`config.mk`:
```
export PLATFORM = sky130hd
export DESIGN_NAME = biquad_lowpass_filter
export DESIGN_NICKNAME = d
export VERILOG_FILES = /design/src/rtl/core/bqlp_pkg.sv /design/src/rtl/core/biquad_lowpass_filter.sv /design/src/rtl/core/bqlp_regs.sv /design/src/rtl/core/bqlp_seq.sv /design/src/rtl/core/bqlp_dp.sv
export SDC_FILE = /design/constraint.sdc
export NUM_CORES = 2
export LEC_CHECK = 0
export BUFFER_PORTS_ARGS = -buffer_cell sky130_fd_sc_hd__buf_2
export CAP_MARGIN = 30
export CORE_UTILIZATION = 40
export CTS_CLUSTER_DIAMETER = 50
export DETAILED_ROUTE_END_ITERATION = 8
export PLACE_DENSITY_LB_ADDON = 0.2
export RECOVER_POWER = 100
export SLEW_MARGIN = 15
export SYNTH_ARGS = -nofsm -noshare
export SYNTH_HDL_FRONTEND = slang
export SYNTH_SLANG_ARGS = --single-unit
```
`constraint.sdc`:
```
create_clock -name clk -period 8.3 [get_ports clk]
set_input_delay 0.415 -clock clk [delete_from_list [all_inputs] [get_ports clk]]
set_output_delay 0.415 -clock clk [all_outputs]
set_load 0.01 [all_outputs]
```
`src/rtl/core/bqlp_pkg.sv`:
```
// shared types and constants for the biquad low-pass filter
package bqlp_pkg;

	localparam int COEF_W          = 18;
	localparam int DELAY_W         = 40;
	localparam int NUM_COEFS       = 5;
	localparam int COEF_IDX_W      = 3;
	localparam int SAMPLE_WIDTH_DEF = 16;
	localparam int COEF_FRAC_DEF   = 16;

	// coefficient register indexes
	typedef enum logic [COEF_IDX_W-1:0] {
		COEF_FF0 = 3'd0,
		COEF_FF1 = 3'd1,
		COEF_FF2 = 3'd2,
		COEF_FB1 = 3'd3,
		COEF_FB2 = 3'd4
	} coef_idx_t;

	localparam logic [COEF_W-1:0] COEF_RESET [NUM_COEFS] = '{
		18'd65536, 18'd0, 18'd0, 18'd0, 18'd0
	};

	typedef enum logic [2:0] {
		ACC_HOLD,
		ACC_PROD,
		ACC_PROD_D1,
		ACC_PROD_D2,
		ACC_SUB
	} acc_op_t;

	typedef enum logic [3:0] {
		ST_IDLE,
		ST_MUL_FF0,
		ST_ACC_Y,
		ST_ROUND,
		ST_MUL_FB1,
		ST_SUB_FB1,
		ST_WR_D1,
		ST_SUB_FB2,
		ST_WR_D2
	} seq_state_t;

	// datapath controls issued by the sequencer each cycle
	typedef struct packed {
		logic      x_en;
		logic      prod_en;
		coef_idx_t coef_sel;
		logic      use_y;
		acc_op_t   acc_op;
		logic      y_en;
		logic      d1_en;
		logic      d2_en;
	} bqlp_ctrl_t;

endpackage

```
`src/rtl/core/biquad_lowpass_filter.sv`:
```
// top level of the biquad low-pass filter section
// Second-order IIR section in direct form II transposed.
// Input channel: in_valid / in_ready with sample_in (signed Q1.15 by default).
// Output channel: out_valid / out_ready with sample_out and clipped.
// A beat moves on a channel at a clock edge where its valid and ready are high.
// Configuration: cfg_wr_en writes cfg_data[17:0] into coefficient cfg_index
// (0 ff0, 1 ff1, 2 ff2, 3 fb1, 4 fb2); other indexes are ignored. Write only
// while no sample is in flight.
// Sharing: one 18 x SAMPLE_WIDTH multiplier and one accumulator are shared by
// all five products, so the sequencer steps each sample through its states
// from ST_MUL_FF0 to ST_WR_D2, and a new input beat is taken only once it is
// back in idle. in_ready is high only while the sequencer is idle.
// Stall: a finished result sits in the output register; while it is unread
// the next sample may still be accepted and computed, and the sequencer then
// holds in its last step until out_ready frees the output register.
// Reset (arst_n low): coefficients return to ff0 = 1.0, others 0, both delay
// registers clear, and no result is pending.
module biquad_lowpass_filter import bqlp_pkg::*; #(
	parameter int SAMPLE_WIDTH       = SAMPLE_WIDTH_DEF,
	parameter int COEF_FRACTION_BITS = COEF_FRAC_DEF
) (
	input  logic                           clk,
	input  logic                           arst_n,
	// configuration write port
	input  logic                           cfg_wr_en,
	input  logic [COEF_IDX_W-1:0]          cfg_index,
	input  logic [COEF_W-1:0]              cfg_data,
	// sample input
	input  logic                           in_valid,
	output logic                           in_ready,
	input  logic signed [SAMPLE_WIDTH-1:0] sample_in,
	// filtered output
	output logic                           out_valid,
	input  logic                           out_ready,
	output logic signed [SAMPLE_WIDTH-1:0] sample_out,
	output logic                           clipped
);

	logic signed [COEF_W-1:0]       coefs [NUM_COEFS];
	logic signed [SAMPLE_WIDTH-1:0] y;
	logic                           clip;
	logic                           out_load;
	logic                           out_busy;
	bqlp_ctrl_t                     ctrl;

	// result register
	logic                           out_valid_q;
	logic signed [SAMPLE_WIDTH-1:0] sample_out_q;
	logic                           clipped_q;

	bqlp_regs u_regs (
		.clk       (clk),
		.arst_n    (arst_n),
		.cfg_wr_en (cfg_wr_en),
		.cfg_index (cfg_index),
		.cfg_data  (cfg_data),
		.coefs     (coefs)
	);

	// output register is busy when it holds a result not taken this cycle
	assign out_busy = out_valid_q && !out_ready;

	bqlp_seq u_seq (
		.clk      (clk),
		.arst_n   (arst_n),
		.in_valid (in_valid),
		.out_busy (out_busy),
		.in_ready (in_ready),
		.out_load (out_load),
		.ctrl     (ctrl)
	);

	bqlp_dp #(
		.SAMPLE_WIDTH       (SAMPLE_WIDTH),
		.COEF_FRACTION_BITS (COEF_FRACTION_BITS)
	) u_dp (
		.clk       (clk),
		.arst_n    (arst_n),
		.ctrl      (ctrl),
		.sample_in (sample_in),
		.coefs     (coefs),
		.y         (y),
		.clip      (clip)
	);

	always_ff @(posedge clk or negedge arst_n) begin
		if (!arst_n) begin
			out_valid_q <= 1'b0;
		end else if (out_load) begin
			out_valid_q <= 1'b1;
		end else if (out_ready) begin
			out_valid_q <= 1'b0;
		end
	end

	// payload needs no reset
	always_ff @(posedge clk) begin
		if (out_load) begin
			sample_out_q <= y;
			clipped_q    <= clip;
		end
	end

	assign out_valid  = out_valid_q;
	assign sample_out = sample_out_q;
	assign clipped    = clipped_q;

endmodule

```
`src/rtl/core/bqlp_regs.sv`:
```
// coefficient register file written through the configuration port
module bqlp_regs import bqlp_pkg::*; (
	input  logic                     clk,
	input  logic                     arst_n,
	input  logic                     cfg_wr_en,
	input  logic [COEF_IDX_W-1:0]    cfg_index,
	input  logic [COEF_W-1:0]        cfg_data,
	output logic signed [COEF_W-1:0] coefs [NUM_COEFS]
);

	logic [COEF_W-1:0] coef_q [NUM_COEFS];

	always_ff @(posedge clk or negedge arst_n) begin
		if (!arst_n) begin
			for (int i = 0; i < NUM_COEFS; i++) begin
				coef_q[i] <= COEF_RESET[i];
			end
		end else if (cfg_wr_en && (cfg_index < COEF_IDX_W'(NUM_COEFS))) begin
			coef_q[cfg_index] <= cfg_data;
		end
	end

	always_comb begin
		for (int i = 0; i < NUM_COEFS; i++) begin
			coefs[i] = $signed(coef_q[i]);
		end
	end

endmodule

```
`src/rtl/core/bqlp_seq.sv`:
```
// sequencer that steps the shared multiply-accumulate unit through one sample
module bqlp_seq import bqlp_pkg::*; (
	input  logic       clk,
	input  logic       arst_n,
	input  logic       in_valid,
	input  logic       out_busy,
	output logic       in_ready,
	output logic       out_load,
	output bqlp_ctrl_t ctrl
);

	seq_state_t state_q, state_d;

	always_ff @(posedge clk or negedge arst_n) begin
		if (!arst_n) begin
			state_q <= ST_IDLE;
		end else begin
			state_q <= state_d;
		end
	end

	always_comb begin
		state_d       = state_q;
		in_ready      = 1'b0;
		out_load      = 1'b0;
		ctrl.x_en     = 1'b0;
		ctrl.prod_en  = 1'b0;
		ctrl.coef_sel = COEF_FF0;
		ctrl.use_y    = 1'b0;
		ctrl.acc_op   = ACC_HOLD;
		ctrl.y_en     = 1'b0;
		ctrl.d1_en    = 1'b0;
		ctrl.d2_en    = 1'b0;
		unique case (state_q)
			ST_IDLE: begin
				in_ready  = 1'b1;
				ctrl.x_en = in_valid;
				if (in_valid) begin
					state_d = ST_MUL_FF0;
				end
			end
			ST_MUL_FF0: begin
				ctrl.prod_en  = 1'b1;
				ctrl.coef_sel = COEF_FF0;
				state_d       = ST_ACC_Y;
			end
			ST_ACC_Y: begin
				ctrl.acc_op   = ACC_PROD_D1;
				ctrl.prod_en  = 1'b1;
				ctrl.coef_sel = COEF_FF1;
				state_d       = ST_ROUND;
			end
			ST_ROUND: begin
				// y taken from the old accumulator while ff1*x + d2 replaces it
				ctrl.y_en   = 1'b1;
				ctrl.acc_op = ACC_PROD_D2;
				state_d     = ST_MUL_FB1;
			end
			ST_MUL_FB1: begin
				ctrl.prod_en  = 1'b1;
				ctrl.coef_sel = COEF_FB1;
				ctrl.use_y    = 1'b1;
				state_d       = ST_SUB_FB1;
			end
			ST_SUB_FB1: begin
				ctrl.acc_op   = ACC_SUB;
				ctrl.prod_en  = 1'b1;
				ctrl.coef_sel = COEF_FF2;
				state_d       = ST_WR_D1;
			end
			ST_WR_D1: begin
				ctrl.d1_en    = 1'b1;
				ctrl.acc_op   = ACC_PROD;
				ctrl.prod_en  = 1'b1;
				ctrl.coef_sel = COEF_FB2;
				ctrl.use_y    = 1'b1;
				state_d       = ST_SUB_FB2;
			end
			ST_SUB_FB2: begin
				ctrl.acc_op = ACC_SUB;
				state_d     = ST_WR_D2;
			end
			ST_WR_D2: begin
				// wait here while the previous result is still unread
				if (!out_busy) begin
					ctrl.d2_en = 1'b1;
					out_load   = 1'b1;
					state_d    = ST_IDLE;
				end
			end
			default: begin
				state_d = ST_IDLE;
			end
		endcase
	end

endmodule

```
`src/rtl/core/bqlp_dp.sv`:
```
// shared multiplier, accumulator, rounding and delay registers
module bqlp_dp import bqlp_pkg::*; #(
	parameter int SAMPLE_WIDTH       = SAMPLE_WIDTH_DEF,
	parameter int COEF_FRACTION_BITS = COEF_FRAC_DEF
) (
	input  logic                           clk,
	input  logic                           arst_n,
	input  bqlp_ctrl_t                     ctrl,
	input  logic signed [SAMPLE_WIDTH-1:0] sample_in,
	input  logic signed [COEF_W-1:0]       coefs [NUM_COEFS],
	output logic signed [SAMPLE_WIDTH-1:0] y,
	output logic                           clip
);

	localparam int PROD_W = COEF_W + SAMPLE_WIDTH;
	localparam int ACC_A  = (DELAY_W > PROD_W) ? DELAY_W + 3 : PROD_W + 3;
	localparam int ACC_B  = SAMPLE_WIDTH + COEF_FRACTION_BITS + 1;
	localparam int ACC_W  = (ACC_A > ACC_B) ? ACC_A : ACC_B;
	localparam int R_W    = ACC_W - COEF_FRACTION_BITS;
	localparam logic [ACC_W-1:0] ROUND_HALF =
		{{(ACC_W-1){1'b0}}, 1'b1} << (COEF_FRACTION_BITS - 1);

	logic signed [SAMPLE_WIDTH-1:0] x_q, y_q, mul_b, y_d;
	logic signed [COEF_W-1:0]       mul_a;
	logic signed [PROD_W-1:0]       prod, prod_q;
	logic signed [ACC_W-1:0]        acc_q, acc_d, prod_ext, d1_ext, d2_ext;
	logic [ACC_W-1:0]               rnd;
	logic [R_W-1:0]                 r;
	logic signed [DELAY_W-1:0]      d1_q, d2_q, dsat;
	logic                           clip_q, clip_d, r_fits, d_fits;

	always_comb begin
		unique case (ctrl.coef_sel)
			COEF_FF0: mul_a = coefs[0];
			COEF_FF1: mul_a = coefs[1];
			COEF_FF2: mul_a = coefs[2];
			COEF_FB1: mul_a = coefs[3];
			COEF_FB2: mul_a = coefs[4];
			default:  mul_a = coefs[0];
		endcase
	end

	assign mul_b    = ctrl.use_y ? y_q : x_q;
	assign prod     = PROD_W'(mul_a) * PROD_W'(mul_b);
	assign prod_ext = ACC_W'(prod_q);
	assign d1_ext   = ACC_W'(d1_q);
	assign d2_ext   = ACC_W'(d2_q);

	always_comb begin
		unique case (ctrl.acc_op)
			ACC_HOLD:    acc_d = acc_q;
			ACC_PROD:    acc_d = prod_ext;
			ACC_PROD_D1: acc_d = prod_ext + d1_ext;
			ACC_PROD_D2: acc_d = prod_ext + d2_ext;
			ACC_SUB:     acc_d = acc_q - prod_ext;
			default:     acc_d = acc_q;
		endcase
	end

	// round half up, then saturate to the sample range
	assign rnd    = acc_q + ROUND_HALF;
	assign r      = rnd[ACC_W-1:COEF_FRACTION_BITS];
	assign r_fits = (&r[R_W-1:SAMPLE_WIDTH-1]) || !(|r[R_W-1:SAMPLE_WIDTH-1]);
	assign clip_d = !r_fits;
	assign y_d    = r_fits ? $signed(r[SAMPLE_WIDTH-1:0]) :
		(r[R_W-1] ? $signed({1'b1, {(SAMPLE_WIDTH-1){1'b0}}}) :
		            $signed({1'b0, {(SAMPLE_WIDTH-1){1'b1}}}));

	// clamp of the accumulator into the delay range
	assign d_fits = (&acc_q[ACC_W-1:DELAY_W-1]) || !(|acc_q[ACC_W-1:DELAY_W-1]);
	assign dsat   = d_fits ? acc_q[DELAY_W-1:0] :
		(acc_q[ACC_W-1] ? $signed({1'b1, {(DELAY_W-1){1'b0}}}) :
		                  $signed({1'b0, {(DELAY_W-1){1'b1}}}));

	always_ff @(posedge clk) begin
		if (ctrl.x_en) begin
			x_q <= sample_in;
		end
		if (ctrl.prod_en) begin
			prod_q <= prod;
		end
		acc_q <= acc_d;
		if (ctrl.y_en) begin
			y_q    <= y_d;
			clip_q <= clip_d;
		end
	end

	always_ff @(posedge clk or negedge arst_n) begin
		if (!arst_n) begin
			d1_q <= '0;
			d2_q <= '0;
		end else begin
			if (ctrl.d1_en) begin
				d1_q <= dsat;
			end
			if (ctrl.d2_en) begin
				d2_q <= dsat;
			end
		end
	end

	assign y    = y_q;
	assign clip = clip_q;

endmodule

```
Yosys cells after proc, flatten, opt, wreduce, memory -nomap -nowiden
Index checks and enable logic that the tools add are counted.

$add $sub $neg: 4. $mul: 1. Divide/modulo/power cells: 0. Magnitude comparators: 3. Equal/unequal tests: 18. Shift-type cells: 0. Muxes and demuxes: 24. Bitwise gates (word level): 1. Reductions and logical operators: 19.

Operators by type and width (count): $pmux W43 S4 (1); $bwmux W90 (1); $add A34 B40 Y41 (2); $mux W40 (2); $pmux W18 S4 (1); $demux W18 S3 (1); $mux W16 (3); $add A43 B16 Y43 const B (1); $sub A43 B34 Y43 (1); $pmux W4 S9 (1); $mul A18 B16 Y34 (1); $pmux W4 S5 (1); $mux W18 (1); $eq A4 B3 Y1 const B (4); $eq A3 B2 Y1 const B (4); $pmux W3 S4 (1); $reduce_and A12 Y1 (1); $reduce_or A12 Y1 (1); $mux W1 (9); $eq A4 B2 Y1 const B (2); $mux W4 (2); $eq A3 B1 Y1 const B (2); $eq A3 B3 Y1 const B (2); $eq A4 B1 Y1 const B (1); 16 further kinds (24).

Flip-flop bits (word level): 302. Bits in latches: 0. Bits in writable memories: 0. ROM bits: 0. Bits of input ports: 42. Output and inout port bits: 19. Logic and storage cells: 86. Memories kept: 0.

Depth between registers and ports, before layout
Depth in word-level cells: 6. Depth in mapped cells: 32. Gate-level depth less buffers: 29.

By module
From an unflattened synthesis, not the netlist that was laid out.

Cell total of the unflattened synthesis: 3203. Area, all modules: 30000.0 um^2.

By module, submodules not included: bqlp_dp (times used 1, cells an instance 2952, area an instance 25674.6 um^2, sequential area each 5305.1 um^2); bqlp_regs (times used 1, cells an instance 193, area an instance 3404.5 um^2, sequential area each 2253.4 um^2); biquad_lowpass_filter (times used 1, cells an instance 20, area an instance 555.5 um^2, sequential area each 535.5 um^2); bqlp_seq (times used 1, cells an instance 38, area an instance 365.4 um^2, sequential area each 100.1 um^2).

Worst setup path before layout
No wires, ideal clock.

Kind: register -> register. From: register u_seq.state_q[3]. To: register u_dp.prod_q[33] (data pin). Setup time: 260 ps. Data arrival time: 7439 ps. Required time: 8040 ps. Path slack: 601 ps. Stages on the path, launching flop included: 30. Buffers on the path: 4. Clock period less this slack: 7699 ps. Cells stage by stage: dfrtp_1 clkbuf_1 nand2b_1 nor2_1 clkbuf_1 clkbuf_1 buf_1 mux2i_1 nor2_1 fa_1 inv_1 fa_1 fa_1 inv_1 fa_1 fa_1 inv_1 fa_1 inv_1 ha_1 nand2_1 nor2_1 and3_1 o211ai_1 a21oi_1 nor3_1 o311ai_0 a41oi_1 o21bai_1 xnor2_1.

Word-level cells in the longest chain between the ends: 5. Elaborated cells on any way between the ends: 15. Classes of those cells: 1 x mul; 9 x eq/ne; 4 x mux; 1 x reduce/logical.

RTL lines: start: declaration (RTL line bqlp_seq.sv:12) `seq_state_t state_q, state_d;`; start signal: assignment (RTL line bqlp_seq.sv:18) `state_q <= state_d;`; $eq A4 B3 Y1 (tied with other cells) (RTL line bqlp_seq.sv:34) `unique case (state_q)`; $pmux W4 S5 or $reduce_or A2 Y1 (tied branches); $eq A3 B3 Y1 (tied with other cells) (RTL line bqlp_dp.sv:33) `unique case (ctrl.coef_sel)`; $pmux W18 S4 or $mux W16 (tied branches) (RTL line bqlp_dp.sv:33, bqlp_dp.sv:43); $mul A18 B16 Y34 * (RTL line bqlp_dp.sv:44) `assign prod = PROD_W'(mul_a) * PROD_W'(mul_b);`; net u_dp.prod[33] (RTL line bqlp_dp.sv:25) `logic signed [PROD_W-1:0] prod, prod_q;`; end signal: assignment (RTL line bqlp_dp.sv:80) `prod_q <= prod;`; end: declaration (RTL line bqlp_dp.sv:25).

The timed path passes the listed nets; every way through them passes the cells marked *. A chain may end at the register's enable or synchronous reset.

Final worst setup path
From: register u_seq.state_q[3]. To: register u_dp.prod_q[32] (data pin).

Same word-level chain as after synthesis.

==> run summary <==
Status: finished, violations left
Violated checks: max-capacitance violations, max-slew violations
Worst-Margin Slew: 3560 ps
Most common cell after layout, fill and taps aside: inv_1
Grt total ovfl: 0
Crit start category: register
All-Layer GR Usage: 24.7%
Slowest CP cell: fa_1
Hold Path Origin: sample_in[5]
Num CTS Buffers: 51
Placeable Area: 74900 µm²
H-tree depth: 2
Relative slew margins: -137%
Yosys reg bits: 302
Final #Nets: 3905
Die ar.: 77300 µm²
Post-Synth Adder-Cell Area: 27.8%
Detailed Place HPWL: 74.2 mm
Initial antenna violation count: 4
Sink Count: 302
Main combinational cell family by area after synthesis: adder cells
Routed via count: 24.2k
Tmin final: 7880 ps
Die Wd: 278 µm
Max Cap Viol: 12
Beginning of the critical path: u_seq.state_q[3]
Post-DRT Antenna Nets: 0
Max Clock Freq: 127 MHz
# rows: 100
GP Congestion: 0.923
Simple-Gate Fraction of Synth Area: 12.8%
Area leader, netlist: fa_1
Final wirelength: 94.3 mm
XOR/XNOR share of the synthesized area: 4.31%
Sequential area share after synthesis: 26.9%
Vias per cell: 5.54
Unrepaired setup endpoints after global routing: no
Synth Warn #: 0
Pin count of the biggest net entering global routing: 68
Ant. Diodes: 0
Mux contribution to synthesized area: 4.60%
Worst Hold Class: in -> reg
Crit path largest cell delay: 550 ps
Primary FF master, synth: dfrtp_1
Max clock buf depth: 3
Synth Area in Compound Gates: 16.7%
Worst-Skew Late Latency: 620 ps
Slew Limit Fails: 460
CTS tree: done
EDFF count, synth: 127
Fraction of layout instances using a drive strength above 1: 10.1%
Critical path's most frequent cell: fa_1
Reg clk slew, reported paths: 50 ps
Area Overhead vs Synth: 11.4%
Initial Utilization: 40.7%
Syn Inst Count: 3277
Syn Nets: 3821
Most frequent cells in the layout: 422 x inv_1, 385 x nand2_1, 293 x fa_1
Mapped Area: 30500 µm²
Synth top area cells: fa_1 19%, dfrtp_1 14%, edfxtp_1 13%
Skew final: 42.4 ps
R2R Path Start: u_seq.state_q[3]
Vias in the first global route: 24.9k
Max Fanout on Critical Path: 10
Top cell type's share of synthesized area: 19.2%
Top-Level Pins: 61
DRC: 0
Final period util: 94.9%
CTS root buf: clkbuf_16
Crit end category: register
Initial DRC Count: 1697
Chip height: 278 µm
Post-synth ARST share: 57.9%
Arrival @ worst endpoint: 8210 ps
Setup CP Type: reg -> reg
Global-route wire length before repair: 148 mm
Setup Viol. Count Final: 0
Synth cell types: 86
Syn avg cell area: 9.30 µm²
WL/cell: 21.6 µm
WP data required: 8630 ps
Fin. Hold Viols: 0
Setup TNS: 0 ps
Port Buf Inserts: 60
First-pass DRT Iterations: 5
-- synth_stat cells (all sizes together), types with 102 or more instances --
cell type / n
o21ai: 180
nor2: 251
nand2: 386
ha: 209
a21o: 102
inv: 422
clkbuf: 110
edfxtp: 127
fa: 293
dfrtp: 174
mux2: 106
a21oi: 194
-- stage by stage --
| step | worst slack, ps | cell area (µm²) | utilization (%) | hold WS [ps] | instances |
|---|---|---|---|---|---|
| 2_1_floorplan | 601 | 30500 | - | 119 | 3277 |
| 3_3_place_gp | -61.2 | 32200 | 42.9 | 408 | 4259 |
| 3_5_place_dp | -78.1 | 32200 | 42.9 | 416 | 4259 |
| 4_1_cts | 5.66 | 34100 | 45.5 | 20.0 | 4368 |
| 5_1_grt | 32.5 | 34000 | 45.3 | 75.9 | 4372 |
| 6_report | 421 | 34000 | 45.3 | 81.8 | 4372 |
-- metal layers --
metal	up-vias	global-route usage, %	wire [µm]
met5	-	0	0
met4	0	8.91	3310
met2	757	38.8	41600
met1	11900	34.6	43300
met3	164	3.64	6120
li1	11400	-	-
-- repair_timing --
action,4_1_cts,5_1_grt
endpoints found under the hold margin,60,0
gates resized for setup,1,14
setup endpoints to repair,2,7
hold buffers,14,0
setup buffers,0,2
cloned,0,0
pin swaps,0,1
-- cell families after synthesis --
logic type	count (synthesis)
compound gates	767
xor+xnor	150
fa+ha+maj	502
buf+inv	550
flops	302
mux	127
simple gates	879
-- path summary, 6_finish.rpt --
| path | to | slack, ps | depth (start not counted) |
|---|---|---|---|
| worst max-delay path | u_dp.prod_q[32] | 420 | 28 |
| worst min-delay path | u_dp.x_q[5] | 80 | 1 |
| worst max register to register | u_dp.prod_q[32] | 420 | 28 |
| worst min register to register | clipped | 430 | 0 |
| max in group asynchronous | u_dp.d1_q[1] | 2210 | 4 |
| min in group asynchronous | u_regs.coefs[15] | 1420 | 2 |
-- cell type report --
| type | count | area, µm² |
|---|---|---|
| Fill cell | 7258 | 41000 |
| Clock buffer | 57 | 1320 |
| Clock inverter | 38 | 444 |
| Sequential cell | 302 | 8190 |
| Tap cell | 969 | 1210 |
| Inverter | 423 | 1590 |
| Multi-Input combinational cell | 2425 | 20200 |
| Timing Repair Buffer | 158 | 960 |
-- flip-flops by register name, summed over array words and instances (netlist names) --
| register | count |
|---|---|
| clipped | 1 |
| out_valid | 1 |
| sample_out | 16 |
| u_dp.acc_q | 43 |
| u_dp.clip | 1 |
| u_dp.d1_q | 40 |
| u_dp.d2_q | 40 |
| u_dp.prod_q | 34 |
| u_dp.x_q | 16 |
| u_dp.y | 16 |
| u_regs.coefs | 90 |
| u_seq.state_q | 4 |
-- worst max-delay path, delay by kind of cell (launching register included) --
family / cells / cell delay, ps
simple gates: 6 / 920
fa+ha+maj: 7 / 3270
compound gates: 8 / 2260
buf+inv: 6 / 610
flops: 1 / 510
xor+xnor: 1 / 60
Power is not shown: default switching activity piles up to over one toggle a cycle in this logic, so the estimate is an artifact.
